$ cat config.mk
export PLATFORM = sky130hd
export DESIGN_NAME = cdq_class_mem
export DESIGN_NICKNAME = d
export VERILOG_FILES = /design/src/hw/rtl/assert_macros.svh /design/src/hw/rtl/cdq_class_mem.sv
export SDC_FILE = /design/constraint.sdc
export NUM_CORES = 1
export LEC_CHECK = 0
export BUFFER_PORTS_ARGS = -buffer_cell sky130_fd_sc_hd__buf_4
export CELL_PAD_IN_SITES_DETAIL_PLACEMENT = 0
export CELL_PAD_IN_SITES_GLOBAL_PLACEMENT = 1
export CORE_UTILIZATION = 60
export DETAILED_ROUTE_END_ITERATION = 7
export GPL_ROUTABILITY_DRIVEN = 0
export HOLD_SLACK_MARGIN = 0.12
export MAX_ROUTING_LAYER = met4
export PLACE_DENSITY_LB_ADDON = 0.1
export SYNTH_ARGS = -nofsm -noshare
export SYNTH_HDL_FRONTEND = slang
export SYNTH_SLANG_ARGS = --single-unit
$ cat constraint.sdc
create_clock -name clk -period 4.5 [get_ports clk]
set_input_delay 0.9 -clock clk [delete_from_list [all_inputs] [get_ports clk]]
set_output_delay 0.9 -clock clk [all_outputs]
set_load 0.01 [all_outputs]
$ cat src/hw/rtl/assert_macros.svh
// Concurrent assertion helpers shared by the RTL.
`ifndef ASSERT_MACROS_SVH
`define ASSERT_MACROS_SVH

// Clocked check, switched off while reset is asserted.
`define CDQ_ASSERT(lbl, clk, rst_n, prop, msg) \
	lbl: assert property (@(posedge clk) disable iff (!rst_n) prop) \
		else $error(msg);

// Clocked check that also holds during reset.
`define CDQ_ASSERT_ALWAYS(lbl, clk, prop, msg) \
	lbl: assert property (@(posedge clk) prop) else $error(msg);

`endif

$ cat src/hw/rtl/cdq_class_mem.sv
module cdq_class_mem #(
	parameter int DEPTH = 64,
	parameter int AW    = 6,
	parameter int PW    = 10
) (
	input  logic          clk,
	input  logic          re,
	input  logic [AW-1:0] raddr,
	output logic [PW-1:0] rd_head,
	output logic [PW-1:0] rd_tail,
	input  logic          we,
	input  logic [AW-1:0] waddr,
	input  logic [PW-1:0] wr_head,
	input  logic [PW-1:0] wr_tail
);
	logic [2*PW-1:0] mem [DEPTH];
	logic [2*PW-1:0] rd_q;

	always_ff @(posedge clk) begin
		if (we) begin
			mem[waddr] <= {wr_head, wr_tail};
		end
		if (re) begin
			rd_q <= mem[raddr];
		end
	end

	assign rd_head = rd_q[2*PW-1:PW];
	assign rd_tail = rd_q[PW-1:0];

endmodule

# Word level (Yosys, flattened, before mapping)
# Memories as Yosys holds them, arrays and structs flattened. A register that Yosys moved wholly into a read port is not among the register bits.
# Cells that the tools add are included.
[word_totals]
memories = 1
regBits = 0
word_cells = 3
input_bits = 35
ramBits = 1280
output_inout_bits = 20
[classes]
mux = 2
[memory_table]
columns = ["memory", "depth", "word_bits", "read_ports", "rd_ports_with_merged_regs", "write_ports", "line", "rtl"]
rows = [
  ["mem", 64, 20, 1, 1, 1, "cdq_class_mem.sv:16", "logic [2*PW-1:0] mem [DEPTH];"],
]
[ops]
columns = ["op", "n"]
rows = [
  ["2-to-1 mux 1 bit", 2],
]

# Longest topological paths before layout
[depth]
ltp_word = 2
depth_mapped = 10
depth_no_buf = 5

# Worst setup path after synthesis
# Ideal clock, no wire load.
[synth_path]
kind = "input to register"
from = "input port waddr[3]"
to = "memory mem[48][0] in the netlist's numbering, enable pin"
setup_slack_ns = 1.258
cell_stages = 4
arrival_time_ns = 2.820
n_path_buf = 1
t_required_ns = 4.078
cell_sequence = "clkbuf_1 nor2b_1 nand4b_1 nor3_1"
[synth_lines]
columns = ["item", "line", "rtl"]
rows = [
  ["start, declared", "cdq_class_mem.sv:12", "input logic [AW-1:0] waddr,"],
  ["end, declared", "cdq_class_mem.sv:16", ""],
]
# No word-level cell before the write port.

==> results.toml <==
[run_status]
outcome = "finished clean"

[cts]
hold_buffers = 0
h-tree-depth = 4
clk_pin_slew_ns = 0.06
cts_setup_buffers = 0
clock_sinks = 1300
numCtsBuffers = 132
clock_tree.root_cell = "clkbuf_16"
clock_latency_ns = 0.72
cts_resized = 0
clock_path_buffers = 3
cts_tree = "built"

[synth]
ys_seq_elements = 1300
yosys-top-cells-count = "edfxtp_1 (1300), mux4_2 (264), mux2i_1 (184)"
synth_fp_nets = 2278
synth_most_common_cell = "edfxtp_1"
synthesis.area_sq_mm = 0.0497
synth_seq_area_share_pct = 78.6
yosys_warnings = 0
synth_cell_types = 35
synth_area_leader_cell = "edfxtp_1"
ys_top_cells_by_area = "edfxtp_1 (79%), mux4_2 (12%), mux2i_1 (3.7%)"
synth_top_area_share_pct = 78.6
async_flop_share_pct = 0
synthFlopType = "edfxtp_1"
synthCells = 2243
synth.avg_cell_area_sq_um = 22.2
synth_edf_count = 1300

[pwr]
p_seq_share_pct = 53.8
p_int_w = 0.0198
comb_power_share_pct = 4.8
power_density_mw_per_mm2 = 448
leakagePower_nw = 18.0
clockPowerShare_pct = 41.4
max-vdd-ir-drop_mv = 0.393
swShare_pct = 20.9
p_sw_w = 0.00524

[cells_and_area]
nNetsFinal = 2437
regArea_sq_mm = 0.0390
layout-drive-gt1-share_pct = 26.8
n_fill_cell = 5156
area_growth_pct = 12.5
utilization_pct = 68.2
fin_area_sq_mm = 0.0559
multi_input_area_sq_mm = 0.0102

[worst_setup_path]
endpoint_kind = "flop"
startpoint_type = "input port"
path_max_fanout = 84
crit_arrival_ns = 3.61
crit_type = "input port to flop"
worstRegToRegCells = 4
cp.required_ns = 4.96
slowest_delay_ns = 0.59
crit_path_top_delay_cell = "mux4_2"
path_cells = "buf_8 -> buf_4 -> buf_12 -> mux4_2 -> mux2i_1 -> o21ai_0 -> and3_1"

[floorplan]
io_pins = 55
core_region_area_sq_mm = 0.0820
die_x_um = 290
die_y_um = 290
start_util_pct = 60.6
num_rows = 105
dieArea_sq_mm = 0.0840

[sta]
drv_slew = 0
relSlewSlack_pct = 22.7
fin_crit_sh_pct = 69.9
fin_crit_ns = 3.15
fmax_mhz = 318
fin_worst_skew_ns = 0.0212
tns_ns = 0
hold_viol = 0
worst_slew_pin_slew_ns = 1.16
rsz0062_at_grt = "no"
setup_viol = 0
holdWs_ns = 0.629

[routing]
drtIter0Drc = 2832
avgViaCountPerCell = 6.62
vias = 23700
drc = 0
drt-total-wl_um = 115000
ant_nets = 0
drt_first_pass_iters = 7
wl_per_cell_um = 32.1

[global_route]
grt_pass1_wl_um = 164000
grt_pass1_vias = 23600
grt_max_degree = 85
grt_usage_pct = 29.0
grt_overflow = 0
grt_antenna_before_repair = 8

[worst_hold_path]
whs_path_depth = 2
hold_path.class = "input port to flop"

[run]
cap_violations = 0

[placed_design]
dp_hpwl_um = 63400
placed_cell_area_sq_mm = 0.0518
io_buffers = 54
layer usage:
| layer | vias to the layer above | wire length [um] | global-route usage, % |
|---|---|---|---|
| met1 | 12600 | 46400 | 41.4 |
| met5 | - | 0 | - |
| met4 | 0 | 3240 | 8.55 |
| li1 | 9813 | - | - |
| met2 | 1085 | 55700 | 44.2 |
| met3 | 166 | 9470 | 4.40 |
cells in the final DEF, fill, tap and decap left out, drive strengths merged, types with 12 or more instances in the layout:
master / n
buf: 152
o21ai: 32
nor2: 74
mux2i: 184
a22oi: 64
and3: 16
a21o: 15
o31ai: 15
clkbuf: 162
edfxtp: 1300
a31oi: 32
nand2: 12
mux4: 264
o22ai: 52
clkinv: 59
cells by family (layout without fill, tap and decap cells):
| group | after synthesis | after routing | synth area share (%) |
|---|---|---|---|
| buffers and inverters | 129 | 388 | 1.37 |
| DFF | 1300 | 1300 | 78.6 |
| AOI/OAI and AO/OA | 220 | 220 | 2.95 |
| muxes | 454 | 454 | 15.8 |
| other | 0 | 5 | 0 |
| and+or+nand+nor | 140 | 140 | 1.32 |
worst paths after layout:
kind          startpoint     endpoint  slack [ns]
min reg2reg  mem[59][18]     rd_q[18]        0.85
max reg2reg    mem[7][6]      rd_q[6]        2.16
min             waddr[2]  mem[48][18]        0.63
max             raddr[0]     rd_q[16]        1.35
layout make-up:
| cell class | instances | share of cell area [%] |
|---|---|---|
| clock buffers | 161 | 6.25 |
| repair buffers | 153 | 2.29 |
| diodes | 5 | 0.0224 |
| inverters | 1 | 0.00671 |
| well taps | 1070 | 2.39 |
| flip-flops and latches | 1300 | 69.8 |
| multi-input cells | 814 | 18.2 |
| clock inverters | 73 | 1.06 |
power by group through the flow:
stage	Combinational, W	Clock (W)	Sequential (W)
final	0.00120	0.0104	0.0135
after CTS	0.00121	0.0105	0.0135
after global placement	0.00118	0	0.0137
after floorplan	0.000649	0	0.0137
after global routing	0.00126	0.0110	0.0135
after detailed placement	0.00121	0	0.0137
sequential cells by signal, summed over array words and instances, names as in the netlist:
name  cells
rd_q     20
mem    1280
per-stage QoR:
stage	setup slack, ns	total power (W)	instances
after floorplan	1.26	0.0144	2243
after global placement	0.648	0.0149	3338
after detailed placement	0.606	0.0149	3338
after CTS	1.34	0.0252	3572
after global routing	1.19	0.0257	3573
final	1.35	0.0250	3577
worst max-delay path: cells and delay by family:
| kind | cells | cell delay [ns] |
|---|---|---|
| simple gates | 1 | 0.35 |
| buf+inv | 3 | 1.20 |
| mux | 2 | 0.72 |
| compound gates | 1 | 0.31 |
Power figures use the tool's default switching activity.
