`src/hw/rtl/assert_macros.svh`:
```
// Concurrent assertion helpers shared by the RTL.
`ifndef ASSERT_MACROS_SVH
`define ASSERT_MACROS_SVH

// Clocked check, switched off while reset is asserted.
`define CDQ_ASSERT(lbl, clk, rst_n, prop, msg) \
	lbl: assert property (@(posedge clk) disable iff (!rst_n) prop) \
		else $error(msg);

// Clocked check that also holds during reset.
`define CDQ_ASSERT_ALWAYS(lbl, clk, prop, msg) \
	lbl: assert property (@(posedge clk) prop) else $error(msg);

`endif

```
`src/hw/rtl/cdq_pkg.sv`:
```
package cdq_pkg;

	localparam int OP_W     = 2;
	localparam int CLS_W    = 6;
	localparam int VAL_W    = 32;
	localparam int ST_W     = 2;
	localparam int ACT_W    = 7;
	localparam int S_DATA_W = 40;
	localparam int M_DATA_W = 32;
	localparam int APB_AW   = 3;
	localparam int APB_DW   = 32;

	localparam logic [OP_W-1:0] OP_PUSH_BACK  = 2'd0;
	localparam logic [OP_W-1:0] OP_PUSH_FRONT = 2'd1;
	localparam logic [OP_W-1:0] OP_POP_FRONT  = 2'd2;
	localparam logic [OP_W-1:0] OP_POP_BACK   = 2'd3;

	localparam logic [ST_W-1:0] ST_OK       = 2'd0;
	localparam logic [ST_W-1:0] ST_EMPTY    = 2'd1;
	localparam logic [ST_W-1:0] ST_FULL     = 2'd2;
	localparam logic [ST_W-1:0] ST_BADCLASS = 2'd3;

	// register index is paddr[2]
	localparam logic REG_ACTIVE_CLASSES = 1'b0;
	localparam logic [ACT_W-1:0] ACTIVE_RESET = 7'd64;

	// field write enables of the node memory
	typedef struct packed {
		logic value;
		logic next;
		logic prev;
	} node_we_t;

	typedef struct packed {
		logic take;
		logic give;
	} fl_ctrl_t;

endpackage

```
`src/hw/rtl/cdq_free_list.sv`:
```
module cdq_free_list #(
	parameter int DEPTH = 1024,
	parameter int PW    = 10,
	parameter int CW    = 11
) (
	input  logic              clk,
	input  logic              arst_n,
	input  cdq_pkg::fl_ctrl_t ctrl,
	input  logic [PW-1:0]     mem_next,
	input  logic [PW-1:0]     give_node,
	output logic [PW-1:0]     head,
	output logic [CW-1:0]     count,
	output logic              empty
);
	import cdq_pkg::*;

	logic [PW-1:0] head_q;
	logic [CW-1:0] count_q;
	// nodes at and above fresh_q were never taken: their next is i+1 (0 after the last), not read
	logic [CW-1:0] fresh_q;
	logic          head_fresh;
	logic [PW-1:0] fresh_next;

	assign head_fresh = CW'(head_q) >= fresh_q;
	assign fresh_next = (head_q == PW'(DEPTH - 1)) ? '0 : head_q + 1'b1;

	always_ff @(posedge clk or negedge arst_n) begin
		if (!arst_n) begin
			head_q  <= '0;
			count_q <= CW'(DEPTH);
			fresh_q <= '0;
		end else if (ctrl.take) begin
			head_q  <= head_fresh ? fresh_next : mem_next;
			count_q <= count_q - 1'b1;
			if (head_fresh) begin
				fresh_q <= fresh_q + 1'b1;
			end
		end else if (ctrl.give) begin
			head_q  <= give_node;
			count_q <= count_q + 1'b1;
		end
	end

	assign head  = head_q;
	assign count = count_q;
	assign empty = (count_q == '0);

endmodule
```
`config.mk`:
```
export PLATFORM = sky130hd
export DESIGN_NAME = cdq_free_list
export DESIGN_NICKNAME = d
export VERILOG_FILES = /design/src/hw/rtl/assert_macros.svh /design/src/hw/rtl/cdq_pkg.sv /design/src/hw/rtl/cdq_free_list.sv
export SDC_FILE = /design/constraint.sdc
export NUM_CORES = 1
export LEC_CHECK = 0
export BUFFER_PORTS_ARGS = -buffer_cell sky130_fd_sc_hd__buf_2
export CAP_MARGIN = 20
export CORE_ASPECT_RATIO = 1.1
export CORE_MARGIN = 2
export CORE_UTILIZATION = 55
export DETAILED_ROUTE_END_ITERATION = 12
export PLACE_DENSITY = 0.85
export SYNTH_ARGS = -nofsm -noshare
export SYNTH_HDL_FRONTEND = slang
export SYNTH_SLANG_ARGS = --single-unit
export TNS_END_PERCENT = 1
```
`constraint.sdc`:
```
create_clock -name clk -period 2.2 [get_ports clk]
set_input_delay 0.44 -clock clk [delete_from_list [all_inputs] [get_ports clk]]
set_output_delay 0.44 -clock clk [all_outputs]
set_load 0.01 [all_outputs]
```
* After elaboration in Yosys (flattened, before gate mapping)
Index checks and enable logic that the tools add are counted.
Word-level totals: bits in registers 32, output and inout port bits 22, word-level logic and storage cells 18
Operators by class: $add $sub $neg 4, magnitude comparators 1, eq/ne operators 1, mux-type cells 6, reduce and logical (&&, ||, !) cells 3
Operators with widths (count):
- 10-bit 2-to-1 mux | 4
- 11-bit by 1-bit adder with 11-bit output (second input constant) | 2
- 11-bit 2-to-1 mux | 2
- 10-bit by 11-bit >= comparator with 1-bit output | 1
- 11-bit zero test | 1
- 11-bit by 1-bit subtractor with 11-bit output (second input constant) | 1
- 10-bit by 1-bit adder with 10-bit output (second input constant) | 1
- 10-bit == test (second input constant) | 1
- 2-bit AND reduction | 1
- 2-bit nonzero test | 1

* Logic depth before layout (Yosys ltp)
Gate-level depths: netlist (run 1).
word-level depth 4, gate-level depth with buffers 9, depth with buffers taken out 8

* Worst setup path after synthesis (run 1)
OpenSTA, ideal clock, no wires.
kind in2reg, start point input port ctrl[1] (netlist bit), end point register count_q[10] (netlist: count[10]), arrival time 2072 ps, setup slack 52 ps, stages 9, path through inv_1 -> clkbuf_1 -> fa_1 -> nor2b_1 -> o31a_1 -> o211ai_1 -> a21oi_1 -> a31oi_1 -> xnor2_1
On the way: cells in the longest elaborated chain, start to end 1
RTL lines:
- start: declaration | line cdq_free_list.sv:8 | input cdq_pkg::fl_ctrl_t ctrl,
- 11-bit 2-to-1 mux / 2-bit nonzero test (equally long branches)
- end signal: assignment | line cdq_free_list.sv:30 | count_q <= CW'(DEPTH);
- end signal: assignment | line cdq_free_list.sv:34 | count_q <= count_q - 1'b1;
- end signal: assignment | line cdq_free_list.sv:40 | count_q <= count_q + 1'b1;
- end: declaration | line cdq_free_list.sv:18 | logic [CW-1:0] count_q;
Parallel ways exist; a longest one is shown, timed or not. A chain may end at the register's enable or synchronous reset.

* Worst setup path in the final report (run 1)
start point register head_q[0] (netlist: head[0]), end point register head_q[2] (netlist: head[2])
On the way: cells in the longest elaborated chain, start to end 4
RTL lines:
- start: declaration | line cdq_free_list.sv:17 | logic [PW-1:0] head_q;
- start signal: assignment | line cdq_free_list.sv:33 | head_q <= head_fresh ? fresh_next : mem_next;
- start signal: assignment | line cdq_free_list.sv:39 | head_q <= give_node;
- 10-bit by 1-bit adder with 10-bit output / 10-bit == test (equally long branches) | line cdq_free_list.sv:25 | assign fresh_next = (head_q == PW'(DEPTH - 1)) ? '0 : head_q + 1'b1;
- 10-bit 2-to-1 mux | line cdq_free_list.sv:25
- 10-bit 2-to-1 mux * | line cdq_free_list.sv:33
- 10-bit 2-to-1 mux * | line cdq_free_list.sv:32 | end else if (ctrl.take) begin
Mark *: on every way between the ends. The rest lies on a longest branch, timed or not.

==> results of run 1 <==
[how the worst max path moves through the flow]
stage / start / endpoint / slack, ns / depth (start not counted)
2_1_floorplan: ctrl[1] / count[10]$_DFFE_PN1P_ / 0.05 / 9
3_3_place_gp: ctrl[1] / count[8]$_DFFE_PN0P_ / -0.01 / 8
3_5_place_dp: ctrl[1] / count[8]$_DFFE_PN0P_ / -0.08 / 8
4_1_cts: head[0]$_DFFE_PN0P_ / fresh_q[10]$_DFFE_PN0P_ / 0.01 / 9
5_1_grt: fresh_q[1]$_DFFE_PN0P_ / head[2]$_DFFE_PN0P_ / 0.001 / 8
6_report: head[0]$_DFFE_PN0P_ / head[2]$_DFFE_PN0P_ / 0.1 / 9
[cell type report]
cell class              instances  area [µm²]
inverters                      16        60.1
well taps                      54        67.6
clock buffers                   8        90.1
repair buffers                 73         443
flip-flops and latches         32         802
fillers                       334        1290
multi-input cells             189        1470
[what timing repair did]
item,4_1_cts,5_1_grt
endpoints found under the setup margin,1,19
gates resized for setup,1,1
buffers inserted,0,5
pin swaps,0,2
[cells in the mapped netlist (2+ instances only)]
cell / n
nor4_2: 2
o211ai_1: 3
a211oi_1: 2
buf_6: 2
o21a_1: 2
xnor2_1: 17
o21ai_1: 6
a21oi_1: 10
inv_1: 16
xor2_1: 7
nor2_1: 13
nand2b_1: 2
o21ai_0: 16
nor4_1: 3
mux2i_1: 10
mux2_2: 6
ha_1: 21
nor3_1: 3
nand2_1: 23
nand3_1: 4
a31oi_1: 6
clkbuf_1: 4
nor4_4: 2
dfrtp_1: 31
a21o_1: 5
nand4_1: 3
[cells by family (layout without fill, tap and decap cells)]
family                   Yosys count  after routing  synth area share (%)
adder cells (fa/ha/maj)           22             22                  11.9
AND/OR/NAND/NOR                   63             63                  15.0
XOR/XNOR                          24             24                  8.87
AO/OA/AOI/OAI                     63             63                  18.3
flip-flops                        32             32                  33.9
buffers and inverters             23             97                  4.28
multiplexers                      17             17                  7.71
[routing by layer]
layer,part of all wire [%],up-vias,track usage [%]
met1,41,989,30.9
met3,4.5,12,5.40
met2,52,53,44.9
li1,-,1022,-
met4,2.4,0,9.98
met5,0,-,0
[sequential cells by signal, summed over array words and instances (netlist names)]
| name | flops |
|---|---|
| count | 11 |
| head | 10 |
| fresh_q | 11 |
[per-stage QoR]
step / cells / cell area [µm²] / power, mW
CTS: 367 / 2890 / 2.54
finish: 372 / 2930 / 2.54
global route: 372 / 2930 / 2.74
global placement: 359 / 2790 / 1.99
detailed placement: 359 / 2790 / 2.05
floorplan: 244 / 2370 / 1.64
[power groups by stage]
stage | clock [mW] | sequential (mW) | combinational, mW
after global placement | 0 | 0.856 | 1.14
after detailed placement | 0 | 0.864 | 1.18
after CTS | 0.485 | 0.855 | 1.20
final | 0.478 | 0.859 | 1.21
after floorplan | 0 | 0.920 | 0.724
after global routing | 0.515 | 0.877 | 1.35
[worst max-delay path: cells and delay by family, from the launching register on]
| kind | cells | cell delay (ns) |
|---|---|---|
| muxes | 1 | 0.23 |
| DFF | 1 | 0.35 |
| AOI/OAI and AO/OA | 4 | 0.74 |
| adders and majority gates | 1 | 0.28 |
| buffers and inverters | 2 | 0.23 |
| and+or+nand+nor | 1 | 0.15 |
==> flow_metrics.tcl, run 1 <==
set metrics [dict create \
    status "complete, no violations" \
    maxSlewViolCount 0 \
    post-route-period-util_pct 95.6 \
    timing.rr.end "head[2]$_DFFE_PN0P_" \
    wire_per_inst_um 15.3 \
    internal_power_mw 1.56 \
    via_count 2076 \
    postSynthNetCount 290 \
    core-area_mm2 0.00422 \
    postCtsHoldBufs 0 \
    viasPerCell 5.58 \
    rsz0062_at_grt "false" \
    drtIter0Drc 85 \
    netlist_area_mm2 0.00237 \
    ys_seq_area_share_pct 33.9 \
    clkPwrFrac_pct 18.8 \
    ys_warn_count 0 \
    cp_slowest_cell "dfrtp_1" \
    rows 25 \
    required_ns 2.37 \
    cts_made_buffers 5 \
    syn2layout_area_growth_pct 23.6 \
    diodes 0 \
    dieArea_mm2 0.00485 \
    final_util_pct 69.3 \
    wirelength_um 5690 \
    critical_path.cell_chain "inv_1 -> ha_1 -> nand2b_4 -> a2111oi_4 -> o31ai_2 -> a21oi_2 -> buf_6 -> mux2i_1 -> o21ai_1" \
    gp_congestion 0.963 \
    antenna_left 0 \
    rr_worst_depth 9 \
    clock_path_buffers 2 \
    crit_path_end_kind "flop" \
    clk_latency_ns 0.29 \
    hold_class "in2async" \
    maxCapViolCount 0 \
    period_needed_ns 2.10 \
    dr.pass1.iters 4 \
    ios 46 \
    clock_sinks 32 \
    hpwl_um 4220 \
    switchingPower_mw 0.983 \
    ctsRootBufferMaster "clkbuf_8" \
    tritoncts "built" \
    die_width_um 66.6 \
    portBuffers 45 \
    dp_slack_ns -0.0841 \
    overflow 0 \
    avgSynthCellArea_um2 9.71 \
    cp-start-kind "flop" \
    timing.rr.start "head[0]$_DFFE_PN0P_" \
    clk_pin_slew_ns 0.07 \
    grt_pass1_wl_um 9470 \
    peakVddDrop_mv 0.327 \
    synthArstFlopShare_pct 100 \
    nets 363 \
    criticalPathCategory "reg2reg" \
    ys_types 51 \
    ys_seq_elements 32 \
    layout_commonest_cell "buf_2" \
    fin_tns_setup_ns 0 \
    p_leak_nw 1.45 \
    pwr-share-comb_pct 47.5 \
    holdWs_ns 0.204 \
    seq_power_share_pct 33.8 \
    cts_max_level 2 \
    grt_usage_pct 25.8 \
    start_util_pct 56.1 \
    maxSlewHeadroom_pct 51.3 \
    path_max_fanout 8 \
    power_density_mw_per_mm2 869 \
    ys.flop_type "dfrtp_1" \
    synth-edff-count 0 \
    swShare_pct 38.6 \
    synthCells 244 \
    critical_path.max_stage_delay_ns 0.35 \
    fmax_mhz 475 \
    arrival_ns 2.28 \
    tightest_slew_ns 0.731 \
    yosys.area.top_type "dfrtp_1" \
    grt_pass1_vias 2099 \
    ys_top_cells_by_area "dfrtp_1, ha_1, xnor2_1" \
    antenna_found_initial 0 \
    reg2reg_slack_ns 0.1 \
    finalSetupViolations 0 \
    synth_top_area_share_pct 32.8 \
    die_y_um 72.8 \
    fin_skew_ns 0.00638 \
    drc 0 \
    layout_common_cells "buf_2, dfrtp_1, buf_4, nand2_1, ha_1" \
    setup_ws_ns 0.0959 \
    hold_viol 0 \
    layout-drive-gt1-share_pct 31.1 \
    grt_max_degree 33 \
]
No activity file was read; power rests on OpenSTA's default activity.
==> run 2: changes to the inputs <==
--- a/config.mk
+++ b/config.mk
@@ -7,9 +7,11 @@
 export LEC_CHECK = 0
 export BUFFER_PORTS_ARGS = -buffer_cell sky130_fd_sc_hd__buf_2
 export CAP_MARGIN = 20
+export CELL_PAD_IN_SITES_DETAIL_PLACEMENT = 0
+export CELL_PAD_IN_SITES_GLOBAL_PLACEMENT = 1
 export CORE_ASPECT_RATIO = 1.1
 export CORE_MARGIN = 2
-export CORE_UTILIZATION = 55
+export CORE_UTILIZATION = 42
 export DETAILED_ROUTE_END_ITERATION = 12
 export PLACE_DENSITY = 0.85
 export SYNTH_ARGS = -nofsm -noshare
==> run 2 against run 1 <==
Effect of this change:
- via count fell by 2.0%
- power increased by 2.2%
- count of clock-buffer cells in the layout fell by 2
- global-route usage shrank 6.2 points
- highest routed layer unchanged
- non-clock buffer count rose by 2
- die area up 29%
==> flow_metrics.tcl, run 2 (synthesis results as in run 1) <==
set metrics [dict create \
    status "complete, no violations" \
    tritoncts "built" \
    peakVddDrop_mv 0.387 \
    postCtsHoldBufs 0 \
    core-area_mm2 0.00543 \
    fin_tns_setup_ns 0 \
    finalSetupViolations 0 \
    hold_viol 0 \
    hpwl_um 4150 \
    grt_usage_pct 19.6 \
    rsz0062_at_grt "true" \
    wire_per_inst_um 14.2 \
    die_width_um 75.6 \
    via_count 2035 \
    power_density_mw_per_mm2 858 \
    rows 28 \
    antenna_found_initial 0 \
    nets 365 \
    arrival_ns 2.34 \
    wirelength_um 5600 \
    layout-drive-gt1-share_pct 32.2 \
    dr.pass1.iters 4 \
    maxCapViolCount 0 \
    critical_path.cell_chain "inv_1 -> ha_1 -> nand2b_4 -> a2111oi_4 -> o31ai_2 -> a21oi_2 -> buf_4 -> or2_2 -> mux2_4" \
    tightest_slew_ns 0.753 \
    cts_made_buffers 5 \
    viasPerCell 5.15 \
    criticalPathCategory "reg2reg" \
    clk_latency_ns 0.29 \
    grt_pass1_vias 2023 \
    internal_power_mw 1.64 \
    post-route-period-util_pct 98.4 \
    maxSlewHeadroom_pct 49.8 \
    seq_power_share_pct 32.8 \
    layout_common_cells "buf_2, dfrtp_1, buf_4, nand2_1, ha_1" \
    dieArea_mm2 0.00626 \
    cts_max_level 2 \
    swShare_pct 37.0 \
    clk_pin_slew_ns 0.07 \
    die_y_um 82.8 \
    p_leak_nw 1.48 \
    cp_slowest_cell "dfrtp_1" \
    clock_path_buffers 2 \
    fmax_mhz 462 \
    antenna_left 0 \
    drc 0 \
    grt_max_degree 33 \
    portBuffers 45 \
    required_ns 2.38 \
    hold_class "in2async" \
    clock_sinks 32 \
    cp-start-kind "flop" \
    fin_skew_ns 0.00486 \
    layout_commonest_cell "buf_2" \
    ios 46 \
    grt_pass1_wl_um 9290 \
    overflow 0 \
    final_util_pct 55.8 \
    diodes 0 \
    maxSlewViolCount 0 \
    path_max_fanout 3 \
    clkPwrFrac_pct 21.7 \
    start_util_pct 43.6 \
    ctsRootBufferMaster "clkbuf_8" \
    switchingPower_mw 0.961 \
    drtIter0Drc 39 \
    pwr-share-comb_pct 45.4 \
    critical_path.max_stage_delay_ns 0.34 \
    syn2layout_area_growth_pct 27.9 \
    gp_congestion 0.826 \
    period_needed_ns 2.16 \
    crit_path_end_kind "flop" \
]
## run 2: final timing paths
check	slack, ns	end	startpoint	cells after the start
setup / recovery	0.04	fresh_q[1]$_DFFE_PN0P_	head[0]$_DFFE_PN0P_	9
hold / removal	0.21	count[0]$_DFFE_PN0P_	arst_n	1
setup reg to reg	0.04	fresh_q[1]$_DFFE_PN0P_	head[0]$_DFFE_PN0P_	9
hold reg to reg	0.51	count[10]$_DFFE_PN1P_	count[10]$_DFFE_PN1P_	1
max in group asynchronous	1.51	fresh_q[5]$_DFFE_PN0P_	arst_n	1
min in group clk	0.41	head[0]$_DFFE_PN0P_	mem_next[0]	3
## run 2: stage by stage
stage	hold WS (ns)	worst slack [ns]	instances	total power, mW	area [µm²]
2_1_floorplan	0.144	0.0521	244	1.64	2370
3_3_place_gp	0.489	0.0121	381	2.02	2840
3_5_place_dp	0.497	-0.0219	381	2.05	2840
4_1_cts	0.240	0.00403	389	2.62	2950
5_1_grt	0.267	-0.0581	395	2.83	3030
6_report	0.214	0.0355	395	2.60	3030
## run 2: power groups by stage
stage,clock [mW],sequential (mW),combinational [mW]
2_1_floorplan,0,0.920,0.724
3_3_place_gp,0,0.862,1.16
3_5_place_dp,0,0.865,1.18
4_1_cts,0.582,0.854,1.19
5_1_grt,0.612,0.877,1.34
6_report,0.565,0.853,1.18
## run 2: final cells by class
cell class / instances / area, µm²
flip-flops and latches: 32 / 802
inverters: 16 / 60.1
well taps: 75 / 93.8
clock buffers: 6 / 72.6
fillers: 496 / 2400
repair buffers: 75 / 487
multi-input cells: 189 / 1480
clock inverters: 2 / 35.0
## run 2: per-layer routing
layer	global-route usage, %	wire length, µm	vias to the layer above
li1	-	-	1034
met1	23.7	2440	950
met2	35.4	2900	45
met3	3.64	199	6
met4	5.09	57	0
met5	0	0	-
## run 2: what timing repair did
action	CTS	global route
gates resized for setup	0	6
endpoints found under the setup margin	0	17
buffers inserted	0	6
## run 2: critical path: cells and delay by family, from the launching register on
kind / cells / cell delay [ns]
flops: 1 / 0.34
buf+inv: 2 / 0.21
fa+ha+maj: 1 / 0.28
mux: 1 / 0.29
simple gates: 2 / 0.29
compound gates: 3 / 0.64
==> run 3: changes to the inputs <==
--- a/config.mk
+++ b/config.mk
@@ -14,6 +14,7 @@
 export CORE_UTILIZATION = 42
 export DETAILED_ROUTE_END_ITERATION = 12
 export PLACE_DENSITY = 0.85
+export SLEW_MARGIN = 20
 export SYNTH_ARGS = -nofsm -noshare
 export SYNTH_HDL_FRONTEND = slang
 export SYNTH_SLANG_ARGS = --single-unit
==> constraint.sdc (replaced) <==
create_clock -name clk -period 2.4 [get_ports clk]
set_input_delay 0.48 -clock clk [delete_from_list [all_inputs] [get_ports clk]]
set_output_delay 0.48 -clock clk [all_outputs]
set_load 0.01 [all_outputs]
==> run 3 against run 2 <==
Effect of this change:
- clock power decreased by 23%
- wire length decreased by 6.4%
- critical path type unchanged
- clock skew about the same
- first-iteration DRC count increased by 67%
- final cell count decreased by 4.8%
- core utilization decreased by 3.7 points
- design area decreased by 6.6%
==> flow_metrics.tcl, run 3 (synthesis results as in run 1) <==
set metrics [dict create \
    drtIter0Drc 65 \
    antenna_found_initial 0 \
    post-route-period-util_pct 91.2 \
    diodes 0 \
    clk_latency_ns 0.29 \
    postCtsHoldBufs 0 \
    portBuffers 45 \
    dieArea_mm2 0.00626 \
    fmax_mhz 457 \
    nets 346 \
    die_width_um 75.6 \
    placed_cells 368 \
    hold_class "in2async" \
    layout-drive-gt1-share_pct 27.2 \
    hpwl_um 3930 \
    p_leak_nw 1.37 \
    antenna_left 0 \
    cp-start-kind "flop" \
    cts_setup_buffers 0 \
    ctsResizeCount 0 \
    final_cell_count_no_fill 376 \
    ctsRootBufferMaster "clkbuf_8" \
    cts_max_level 2 \
    seq_power_share_pct 35.8 \
    grt_pass1_wl_um 9030 \
    hold_viol 0 \
    fin_tns_setup_ns 0 \
    final_util_pct 52.1 \
    dr.pass1.iters 4 \
    clk_pin_slew_ns 0.07 \
    grt_max_degree 33 \
    tightest_slew_ns 0.771 \
    syn2layout_area_growth_pct 19.5 \
    cp_slowest_cell "dfrtp_1" \
    gp_congestion 0.829 \
    maxSlewHeadroom_pct 48.6 \
    timing.rr.start "fresh_q[0]$_DFFE_PN0P_" \
    wirelength_um 5240 \
    holdWs_ns 0.265 \
    period_needed_ns 2.19 \
    viasPerCell 5.26 \
    switchingPower_mw 0.856 \
    swShare_pct 38.2 \
    reg2reg_slack_ns 0.21 \
    status "complete, no violations" \
    layout_commonest_cell "buf_2" \
    fin_skew_ns 0.00511 \
    wire_per_inst_um 13.9 \
    die_y_um 82.8 \
    overflow 0 \
    criticalPathCategory "reg2reg" \
    power_density_mw_per_mm2 791 \
    path_max_fanout 19 \
    rr_worst_depth 8 \
    clkPwrFrac_pct 19.4 \
    core-area_mm2 0.00543 \
    pwr-share-comb_pct 44.9 \
    drc 0 \
    via_count 1979 \
    clock_path_buffers 2 \
    ios 46 \
    rsz0062_at_grt "false" \
    maxSlewViolCount 0 \
    fillers 518 \
    layout_common_cells "buf_2, dfrtp_1, nand2_1, ha_1, xnor2_1" \
    internal_power_mw 1.38 \
    seq_area_um2 802 \
    finalSetupViolations 0 \
    required_ns 2.57 \
    arrival_ns 2.35 \
    critical_path.max_stage_delay_ns 0.43 \
    rows 28 \
    critical_path.cell_chain "ha_1 -> nand2b_4 -> a2111oi_4 -> o31ai_2 -> a21oi_2 -> buf_12 -> nand2b_1 -> o21ai_0" \
    start_util_pct 43.6 \
    worstSetupStartpoint "fresh_q[0]$_DFFE_PN0P_" \
    peakVddDrop_mv 0.410 \
    clock_sinks 32 \
    crit_path_end_kind "flop" \
    grt_usage_pct 19.1 \
    timing.rr.end "head[7]$_DFFE_PN0P_" \
    tritoncts "built" \
    multiInputGateArea_mm2 0.00147 \
    grt_pass1_vias 1974 \
    maxCapViolCount 0 \
    cts_made_buffers 5 \
]
[run 3: metal layers]
| layer | track usage (%) | part of all wire, % | wire length (µm) |
|---|---|---|---|
| met1 | 22.5 | 45 | 2380 |
| met2 | 33.8 | 50 | 2600 |
| met3 | 4.98 | 3.6 | 190 |
| met4 | 5.61 | 1.4 | 73 |
| met5 | 0 | 0 | 0 |
[run 3: power groups by stage]
stage                     Sequential [mW]  Combinational (mW)  Clock, mW
after global routing                0.821                1.15      0.479
after CTS                           0.804                1.01      0.449
final                               0.802                1.01      0.434
after global placement              0.805               0.996          0
after floorplan                     0.843               0.664          0
after detailed placement            0.814                1.01          0
[run 3: area by class of cell]
class,instances,share of cell area (%)
Timing Repair Buffer,56,11.3
Clock buffer,8,3.18
Sequential cell,32,28.3
Multi-Input combinational cell,189,51.7
Tap cell,75,3.31
Inverter,16,2.12
[run 3: worst max path at each step]
stage / to / slack (ns)
6_report: head[7]$_DFFE_PN0P_ / 0.21
5_1_grt: head[0]$_DFFE_PN0P_ / 0.04
4_1_cts: head[1]$_DFFE_PN0P_ / 0.19
3_5_place_dp: count[8]$_DFFE_PN0P_ / 0.04
3_3_place_gp: count[8]$_DFFE_PN0P_ / 0.12
2_1_floorplan: count[10]$_DFFE_PN1P_ / 0.21
[run 3: critical path: cells and delay by family, from the launching register on]
kind                     cells  cell delay (ns)
flip-flops                   1             0.43
adder cells (fa/ha/maj)      1             0.29
buffers and inverters        1             0.22
AO/OA/AOI/OAI                4             0.78
AND/OR/NAND/NOR              2             0.35
[run 3: stage by stage]
stage	power (mW)	setup slack, ns	area (µm²)
floorplan	1.51	0.212	2370
CTS	2.27	0.188	2830
global placement	1.80	0.124	2740
detailed placement	1.82	0.0382	2740
global route	2.45	0.0440	2830
finish	2.24	0.212	2830
